==> config.mk <==
export PLATFORM = sky130hd
export DESIGN_NAME = calendar_alarm_due_check
export DESIGN_NICKNAME = d
export VERILOG_FILES = /design/src/rtl/cadc_pkg.sv /design/src/rtl/cadc_cfg_regs.sv /design/src/rtl/cadc_due_logic.sv /design/src/rtl/calendar_alarm_due_check.sv
export SDC_FILE = /design/constraint.sdc
export NUM_CORES = 1
export LEC_CHECK = 0
export ABC_AREA = 1
export ABC_CLOCK_PERIOD_IN_PS = 2700
export BUFFER_PORTS_ARGS = -buffer_cell sky130_fd_sc_hd__clkbuf_2
export CELL_PAD_IN_SITES_DETAIL_PLACEMENT = 0
export CELL_PAD_IN_SITES_GLOBAL_PLACEMENT = 1
export CORE_AREA = 8 8 116 118
export CTS_CLUSTER_DIAMETER = 50
export DETAILED_ROUTE_END_ITERATION = 8
export DIE_AREA = 0 0 124 126
export PLACE_DENSITY = 0.79
export SETUP_SLACK_MARGIN = 0.05
export SYNTH_ARGS = -nofsm -noshare
export SYNTH_HDL_FRONTEND = slang
export SYNTH_SLANG_ARGS = --single-unit
==> constraint.sdc <==
create_clock -name i_clk -period 2.7 [get_ports i_clk]
set_clock_uncertainty 0.05 [all_clocks]
set_input_delay 0.54 -clock i_clk [delete_from_list [all_inputs] [get_ports i_clk]]
set_output_delay 0.54 -clock i_clk [all_outputs]
set_load 0.01 [all_outputs]
==> src/rtl/cadc_pkg.sv <==
// shared types and constants for the calendar alarm due check
`timescale 1ns / 1ps

package cadc_pkg;

    // frequency modes
    localparam logic [1:0] MODE_DAILY    = 2'd0;
    localparam logic [1:0] MODE_WORKDAYS = 2'd1;
    localparam logic [1:0] MODE_WEEKLY   = 2'd2;
    localparam logic [1:0] MODE_HOURLY   = 2'd3;

    // register indexes on the configuration port
    localparam logic [2:0] REG_ENABLED         = 3'd0;
    localparam logic [2:0] REG_TARGET_HOUR     = 3'd1;
    localparam logic [2:0] REG_TARGET_MINUTE   = 3'd2;
    localparam logic [2:0] REG_FREQUENCY_MODE  = 3'd3;
    localparam logic [2:0] REG_WEEKLY_DAY      = 3'd4;
    localparam logic [2:0] REG_CATCH_UP_ENABLE = 3'd5;

    localparam int ADDR_WIDTH = 5;
    localparam int DATA_WIDTH = 32;

    // catch-up gap limits in seconds
    localparam int LIMIT_WIDTH = 20;
    localparam logic [LIMIT_WIDTH-1:0] LIMIT_HOURLY   = 20'd5400;
    localparam logic [LIMIT_WIDTH-1:0] LIMIT_DAILY    = 20'd129600;
    localparam logic [LIMIT_WIDTH-1:0] LIMIT_WORKDAYS = 20'd302400;
    localparam logic [LIMIT_WIDTH-1:0] LIMIT_WEEKLY   = 20'd648000;

    localparam logic [2:0] DAY_LAST   = 3'd6;
    localparam logic [2:0] WDAY_SUN   = 3'd0;
    localparam logic [2:0] WDAY_MON   = 3'd1;
    localparam logic [2:0] WDAY_FRI   = 3'd5;

    typedef struct packed {
        logic       enabled;
        logic [4:0] target_hour;
        logic [5:0] target_minute;
        logic [1:0] frequency_mode;
        logic [2:0] weekly_day;
        logic       catch_up_enable;
    } t_cfg;

    // monday-based day to sunday-based weekday, valid for days 0..6
    function automatic logic [2:0] monday_to_sunday(input logic [2:0] day);
        logic [2:0] wd;
        wd = (day == DAY_LAST) ? WDAY_SUN : day + 3'd1;
        return wd;
    endfunction

endpackage

==> src/rtl/cadc_cfg_regs.sv <==
// configuration register file behind the apb-style port
`timescale 1ns / 1ps

module cadc_cfg_regs (
    input  logic                               i_clk,
    input  logic                               i_rst_n,
    input  logic                               psel,
    input  logic                               penable,
    input  logic                               pwrite,
    input  logic [cadc_pkg::ADDR_WIDTH-1:0]    paddr,
    input  logic [cadc_pkg::DATA_WIDTH-1:0]    pwdata,
    output logic [cadc_pkg::DATA_WIDTH-1:0]    prdata,
    output logic                               pready,
    output cadc_pkg::t_cfg                     o_cfg
);

    cadc_pkg::t_cfg r_cfg;
    cadc_pkg::t_cfg n_cfg;
    logic [2:0]     reg_index;
    logic           wr_en;

    assign reg_index = paddr[4:2];
    assign wr_en     = psel && penable && pwrite;
    assign pready    = 1'b1;
    assign o_cfg     = r_cfg;

    always_comb begin
        n_cfg = r_cfg;
        if (wr_en) begin
            case (reg_index)
                cadc_pkg::REG_ENABLED:         n_cfg.enabled         = pwdata[0];
                cadc_pkg::REG_TARGET_HOUR:     n_cfg.target_hour     = pwdata[4:0];
                cadc_pkg::REG_TARGET_MINUTE:   n_cfg.target_minute   = pwdata[5:0];
                cadc_pkg::REG_FREQUENCY_MODE:  n_cfg.frequency_mode  = pwdata[1:0];
                cadc_pkg::REG_WEEKLY_DAY:      n_cfg.weekly_day      = pwdata[2:0];
                cadc_pkg::REG_CATCH_UP_ENABLE: n_cfg.catch_up_enable = pwdata[0];
                default: ;
            endcase
        end
    end

    always_ff @(posedge i_clk) begin
        if (!i_rst_n) begin
            r_cfg <= '0;
        end else begin
            r_cfg <= n_cfg;
        end
    end

    always_comb begin
        prdata = '0;
        case (reg_index)
            cadc_pkg::REG_ENABLED:         prdata[0]   = r_cfg.enabled;
            cadc_pkg::REG_TARGET_HOUR:     prdata[4:0] = r_cfg.target_hour;
            cadc_pkg::REG_TARGET_MINUTE:   prdata[5:0] = r_cfg.target_minute;
            cadc_pkg::REG_FREQUENCY_MODE:  prdata[1:0] = r_cfg.frequency_mode;
            cadc_pkg::REG_WEEKLY_DAY:      prdata[2:0] = r_cfg.weekly_day;
            cadc_pkg::REG_CATCH_UP_ENABLE: prdata[0]   = r_cfg.catch_up_enable;
            default: ;
        endcase
    end

endmodule

==> src/rtl/cadc_due_logic.sv <==
// due decision and last-run record
`timescale 1ns / 1ps

module cadc_due_logic #(
    parameter int SECONDS_WIDTH = 40
) (
    input  logic                     i_clk,
    input  logic                     i_rst_n,
    input  cadc_pkg::t_cfg           i_cfg,
    input  logic                     i_update,
    input  logic [SECONDS_WIDTH-1:0] i_now_seconds,
    input  logic [7:0]               i_now_year,
    input  logic [8:0]               i_now_day_of_year,
    input  logic [2:0]               i_now_weekday,
    input  logic [4:0]               i_now_hour,
    input  logic [5:0]               i_now_minute,
    output logic                     o_fire
);

    localparam int LIMIT_W = cadc_pkg::LIMIT_WIDTH;

    logic                     r_has_run;
    logic [SECONDS_WIDTH-1:0] r_last_seconds;
    logic [7:0]               r_last_year;
    logic [8:0]               r_last_day_of_year;
    logic [4:0]               r_last_hour;
    logic [5:0]               r_last_minute;

    logic                     hourly;
    logic                     same_date;
    logic                     blocked;
    logic                     eligible;
    logic                     reached;
    logic                     on_time;
    logic                     gap_ok;
    logic [LIMIT_W-1:0]       limit;
    logic [SECONDS_WIDTH-1:0] gap;

    assign hourly   = (i_cfg.frequency_mode == cadc_pkg::MODE_HOURLY);
    assign same_date = (r_last_year == i_now_year) && (r_last_day_of_year == i_now_day_of_year);

    always_comb begin
        if (hourly) begin
            blocked = same_date && (r_last_hour == i_now_hour)
                      && (r_last_minute >= i_cfg.target_minute);
        end else begin
            blocked = same_date && ((r_last_hour > i_cfg.target_hour)
                      || ((r_last_hour == i_cfg.target_hour)
                          && (r_last_minute >= i_cfg.target_minute)));
        end
        blocked = blocked && r_has_run;
    end

    always_comb begin
        case (i_cfg.frequency_mode)
            cadc_pkg::MODE_WORKDAYS: begin
                eligible = (i_now_weekday inside {[cadc_pkg::WDAY_MON:cadc_pkg::WDAY_FRI]});
            end
            cadc_pkg::MODE_WEEKLY: begin
                // a weekly day of 7 matches nothing
                eligible = (i_cfg.weekly_day <= cadc_pkg::DAY_LAST)
                           && (i_now_weekday == cadc_pkg::monday_to_sunday(i_cfg.weekly_day));
            end
            default: eligible = 1'b1;
        endcase
    end

    always_comb begin
        if (hourly) begin
            reached = (i_now_minute >= i_cfg.target_minute);
        end else begin
            reached = (i_now_hour > i_cfg.target_hour)
                      || ((i_now_hour == i_cfg.target_hour)
                          && (i_now_minute >= i_cfg.target_minute));
        end
        if (hourly || i_cfg.catch_up_enable) begin
            on_time = reached;
        end else begin
            on_time = (i_now_hour == i_cfg.target_hour)
                      && (i_now_minute >= i_cfg.target_minute);
        end
    end

    always_comb begin
        case (i_cfg.frequency_mode)
            cadc_pkg::MODE_DAILY:    limit = cadc_pkg::LIMIT_DAILY;
            cadc_pkg::MODE_WORKDAYS: limit = cadc_pkg::LIMIT_WORKDAYS;
            cadc_pkg::MODE_WEEKLY:   limit = cadc_pkg::LIMIT_WEEKLY;
            default:                 limit = cadc_pkg::LIMIT_HOURLY;
        endcase
    end

    // negative gap never counts
    assign gap    = i_now_seconds - r_last_seconds;
    assign gap_ok = (i_now_seconds >= r_last_seconds)
                    && (gap > SECONDS_WIDTH'(limit));

    assign o_fire = i_cfg.enabled && !blocked && eligible
                    && (on_time || (i_cfg.catch_up_enable && r_has_run && reached && gap_ok));

    always_ff @(posedge i_clk) begin
        if (!i_rst_n) begin
            r_has_run <= 1'b0;
        end else if (i_update && o_fire) begin
            r_has_run <= 1'b1;
        end
    end

    always_ff @(posedge i_clk) begin
        if (i_update && o_fire) begin
            r_last_seconds     <= i_now_seconds;
            r_last_year        <= i_now_year;
            r_last_day_of_year <= i_now_day_of_year;
            r_last_hour        <= i_now_hour;
            r_last_minute      <= i_now_minute;
        end
    end

endmodule

==> src/rtl/calendar_alarm_due_check.sv <==
// top level: input register, due decision and result register
// path: an accepted item waits in the input register; its due decision then loads the result register
// throughput: one item per cycle while i_stall is low; the last-run record updates as the result register loads
// the next item sees the updated record, so items may arrive back to back
// reset: synchronous active-low, clears both valid flags, the config registers and has_run
`timescale 1ns / 1ps

module calendar_alarm_due_check #(
    parameter int SECONDS_WIDTH = 40
) (
    input  logic                               i_clk,
    input  logic                               i_rst_n,
    input  logic                               i_valid,
    output logic                               o_stall,
    input  logic [SECONDS_WIDTH-1:0]           i_now_seconds,
    input  logic [7:0]                         i_now_year,
    input  logic [8:0]                         i_now_day_of_year,
    input  logic [2:0]                         i_now_weekday,
    input  logic [4:0]                         i_now_hour,
    input  logic [5:0]                         i_now_minute,
    output logic                               o_valid,
    input  logic                               i_stall,
    output logic                               o_fire,
    input  logic                               psel,
    input  logic                               penable,
    input  logic                               pwrite,
    input  logic [cadc_pkg::ADDR_WIDTH-1:0]    paddr,
    input  logic [cadc_pkg::DATA_WIDTH-1:0]    pwdata,
    output logic [cadc_pkg::DATA_WIDTH-1:0]    prdata,
    output logic                               pready
);

    cadc_pkg::t_cfg cfg;

    logic                     r_in_valid;
    logic [SECONDS_WIDTH-1:0] r_seconds;
    logic [7:0]               r_year;
    logic [8:0]               r_day_of_year;
    logic [2:0]               r_weekday;
    logic [4:0]               r_hour;
    logic [5:0]               r_minute;
    logic                     r_out_valid;
    logic                     r_fire;
    logic                     fire;
    logic                     advance;
    logic                     in_take;

    // item moves into the result register when that register is free or draining
    assign advance = r_in_valid && (!r_out_valid || !i_stall);
    assign o_stall = r_in_valid && !advance;
    assign in_take = i_valid && !o_stall;
    assign o_valid = r_out_valid;
    assign o_fire  = r_fire;

    cadc_cfg_regs u_cfg_regs (
        .i_clk   (i_clk),
        .i_rst_n (i_rst_n),
        .psel    (psel),
        .penable (penable),
        .pwrite  (pwrite),
        .paddr   (paddr),
        .pwdata  (pwdata),
        .prdata  (prdata),
        .pready  (pready),
        .o_cfg   (cfg)
    );

    cadc_due_logic #(
        .SECONDS_WIDTH (SECONDS_WIDTH)
    ) u_due_logic (
        .i_clk             (i_clk),
        .i_rst_n           (i_rst_n),
        .i_cfg             (cfg),
        .i_update          (advance),
        .i_now_seconds     (r_seconds),
        .i_now_year        (r_year),
        .i_now_day_of_year (r_day_of_year),
        .i_now_weekday     (r_weekday),
        .i_now_hour        (r_hour),
        .i_now_minute      (r_minute),
        .o_fire            (fire)
    );

    always_ff @(posedge i_clk) begin
        if (!i_rst_n) begin
            r_in_valid  <= 1'b0;
            r_out_valid <= 1'b0;
        end else begin
            if (in_take) begin
                r_in_valid <= 1'b1;
            end else if (advance) begin
                r_in_valid <= 1'b0;
            end
            if (advance) begin
                r_out_valid <= 1'b1;
            end else if (!i_stall) begin
                r_out_valid <= 1'b0;
            end
        end
    end

    always_ff @(posedge i_clk) begin
        if (in_take) begin
            r_seconds     <= i_now_seconds;
            r_year        <= i_now_year;
            r_day_of_year <= i_now_day_of_year;
            r_weekday     <= i_now_weekday;
            r_hour        <= i_now_hour;
            r_minute      <= i_now_minute;
        end
        if (advance) begin
            r_fire <= fire;
        end
    end

endmodule

==> qor.csv <==
stage,metric,value,unit
timing,# setup viols final,0,
cts,Post-CTS Setup Repair Bufs,0,
setup_path,FF-to-FF path depth,11,
synthesis,number of flops mapped to enable cells by yosys,60,
grt,initial antenna violation count,0,
synthesis,"Seq/Total Area, Yosys",56.2,%
setup_path,CP required,2.67,ns
detailed_routing,vias per inst,4.49,
place,Final Wtd Congestion,0.777,
detailed_routing,Avg WL per Cell,12.9,um
grt,largest net degree at the start of global routing,32,
die,Ports,151,
setup_path,CP arrival,2.25,ns
detailed_routing,highest metal used,met4,
cts,CTS Sinks,81,
detailed_routing,total wire length,7780,um
detailed_routing,Met3 Routed Length,599,um
setup_path,CP Class,reg -> reg,
cells_and_area,layout cell share with drive strength beyond 1,19.8,%
worst_hold_path,WHS Endpoint,r_year[2]$_DFFE_PP_,
place,port bufs,55,
run,Max-Cap Viols,0,
setup_path,Worst setup SP type,flop,
grt,total grt overflow,0,
synthesis,Yosys cell types,37,
timing,final hold violations,0,
timing,setup TNS,0,ns
cells_and_area,most frequent cells in the layout,"edfxtp_1, clkbuf_2, inv_1, nand2_1, a21oi_1",
worst_hold_path,hold_sp,i_now_year[2],
detailed_routing,Via Count,2700,
worst_hold_path,Hold Path Class,in -> reg,
setup_path,worst r2r src,u_due_logic.r_last_hour[4]$_DFFE_PP_,
cells_and_area,Fillers,1127,
cts,Skew-Pair Late Insertion Delay,0.33,ns
pwr,internal power,2.16,mW
timing,max-slew violations,0,
grt,global-route wire length before repair,12400,um
synthesis,Yosys top cell by area,edfxtp_1,
die,Std-Cell Rows,40,
synthesis,Synth top area share,45.6,%
detailed_routing,M1 WL,3430,um
cts,CTS resizes,0,
synthesis,Post-Syn Area,0.00395,mm^2
cts,clock buffer depth,2,
setup_path,FF-to-FF End,u_due_logic.r_last_day_of_year[1]$_DFFE_PP_,
die,Core Footprint,0.0117,mm^2
pwr,P_leak,1.96,nW
outcome,status,finished clean,
setup_path,Top delay family on crit path,simple AND/OR/NAND/NOR gates,
detailed_routing,met2 WL,3660,um
synthesis,syn avg cell area,10.3,um^2
cts,"Reg clk slew, reported paths",0.06,ns
pwr,switching share of power,22.3,%
cells_and_area,"leading cell type in the layout, fill and taps excluded",edfxtp_1,
timing,Final period util,84.3,%
detailed_routing,Iter 0 DRT Violations,122,
pwr,Max VDD drop,273,uV
pwr,total power,2.77,mW
synthesis,Syn Inst Count,383,
detailed_routing,DRT antenna net count,0,
pwr,part of the power in registers,50.3,%
grt,GRT Total Usage,10.0,%
pwr,P per Cell Area,600,mW/mm^2
pwr,clock share of power,43.9,%
die,die area,0.0156,mm^2
timing,"Min Clock Period, post-route",2.28,ns
synthesis,Synth area leaders,"edfxtp_1, dfxtp_1, ha_1, buf_4, inv_1",
cts,TritonCTS clock tree,built,
detailed_routing,DR pass1 iterations,4,
cts,hold buffers post-CTS,0,
cts,CTS HTree Levels,3,
timing,RSZ-0062 raised after global routing,no,
pwr,combinational fraction of design power,5.7,%
synthesis,Synth Register Bits,81,
timing,fmax,439,MHz
cells_and_area,Antenna Cells,0,
setup_path,CP bufs+invs,2,
setup_path,Worst R2R Setup Slack,0.42,ns
setup_path,CP max-delay cell,edfxtp_1,
setup_path,CP cell instances,ha_1 > nand2_1 > nor2_1 > a21oi_1 > o2111ai_1 > nand3_1 > nor2_1 > nand2_1 > nand4_2 > inv_1 > buf_4,
cells_and_area,synth-to-layout area growth,17.0,%
die,Die Height,126,um
detailed_routing,# DRC,0,
die,die width,124,um
pwr,Sw Pwr,0.618,mW
setup_path,largest fanout on the critical path,17,
setup_path,"Largest stage delay, worst path",0.41,ns
grt,vias in the first global route,2695,
setup_path,Critical Path End Type,flop,
synthesis,commonest register cell after synthesis,edfxtp_1,
synthesis,Async SR Flop Fraction,0,%
worst_hold_path,worst hold stages,1,
die,Initial Utilization,33.8,%
cts,cts bufs inserted,9,
cells_and_area,fin nets,590,
synthesis,yosys warns,0,
place,DP HPWL,6080,um
cts,CTS root buffer,clkbuf_16,
==> per-layer routing <==
layer / global-route usage [%] / vias to the layer above
li1: - / 1377
met1: 12.1 / 1239
met2: 16.8 / 76
met3: 2.37 / 8
met4: 3.78 / 0
met5: 0 / -
==> flip-flops by register name, indices dropped and copies added (netlist names) <==
register	count
o_valid	1
u_due_logic.r_last_minute	6
u_due_logic.r_last_day_of_year	9
r_year	8
r_minute	6
o_fire	1
r_weekday	3
r_hour	5
u_cfg_regs.o_cfg	18
r_day_of_year	9
r_in_valid	1
u_due_logic.r_last_year	8
u_due_logic.r_last_hour	5
u_due_logic.r_has_run	1
==> logic make-up (layout without fill, tap and decap cells) <==
kind of cell    after synthesis  count (layout)  synth area share [%]
fa+ha+maj                    26              26                  8.23
simple gates                106             106                  11.7
xor+xnor                     13              13                  2.88
other cells                   2              27                 0.190
compound gates               71              71                  10.3
buf+inv                      84             130                  10.5
flops                        81              81                  56.2
==> cells in the mapped netlist, drive strengths merged, types with 3 or more instances <==
master,n
o21ai,26
nand2,51
buf,28
edfxtp,60
nand3,10
dfxtp,21
o22ai,5
nand4,3
a21oi,29
xnor2,5
nor3,9
nor2,30
inv,56
xor2,8
ha,26
==> power by group through the flow <==
stage | registers [mW] | clock network [mW] | logic [mW]
after detailed placement | 1.42 | 0 | 0.159
final | 1.40 | 1.22 | 0.159
after global routing | 1.40 | 1.31 | 0.182
after floorplan | 1.42 | 0 | 0.124
after global placement | 1.42 | 0 | 0.154
after CTS | 1.40 | 1.24 | 0.159
==> worst max-delay path by stage <==
stage | start | endpoint | depth (start not counted) | slack (ns)
final | u_due_logic.r_last_hour[4]$_DFFE_PP_ | u_due_logic.r_last_day_of_year[1]$_DFFE_PP_ | 11 | 0.42
after CTS | u_due_logic.r_last_hour[4]$_DFFE_PP_ | u_due_logic.r_last_year[1]$_DFFE_PP_ | 11 | 0.39
after global routing | u_cfg_regs.o_cfg[6]$_SDFFE_PN0P_ | u_due_logic.r_last_year[1]$_DFFE_PP_ | 17 | 0.17
after global placement | u_due_logic.r_last_hour[4]$_DFFE_PP_ | u_due_logic.r_last_day_of_year[1]$_DFFE_PP_ | 11 | 0.43
after floorplan | r_hour[4]$_DFFE_PP_ | u_due_logic.r_last_day_of_year[0]$_DFFE_PP_ | 11 | 0.32
after detailed placement | u_due_logic.r_last_hour[4]$_DFFE_PP_ | u_due_logic.r_last_day_of_year[0]$_DFFE_PP_ | 11 | 0.41
==> cell type report <==
cell class	count	area, um^2	area share (%)
Clock buffer	9	225	4.87
Clock inverter	7	78.8	1.70
Inverter	56	210	4.54
Multi-Input combinational cell	243	1410	30.4
Sequential cell	81	2220	48.0
Tap cell	147	184	3.98
Timing Repair Buffer	58	298	6.44
==> stage by stage <==
stage | util, % | cell area, um^2 | hold slack (ns) | worst slack [ns] | std cells
CTS | 39.5 | 4630 | 0.324 | 0.391 | 601
global placement | 36.9 | 4320 | 0.383 | 0.434 | 585
detailed placement | 36.9 | 4320 | 0.392 | 0.411 | 585
floorplan | - | 4050 | 0.376 | 0.319 | 408
global route | 39.5 | 4630 | 0.318 | 0.170 | 601
finish | 39.5 | 4630 | 0.332 | 0.424 | 601
No activity file was read; power rests on OpenSTA's default activity.
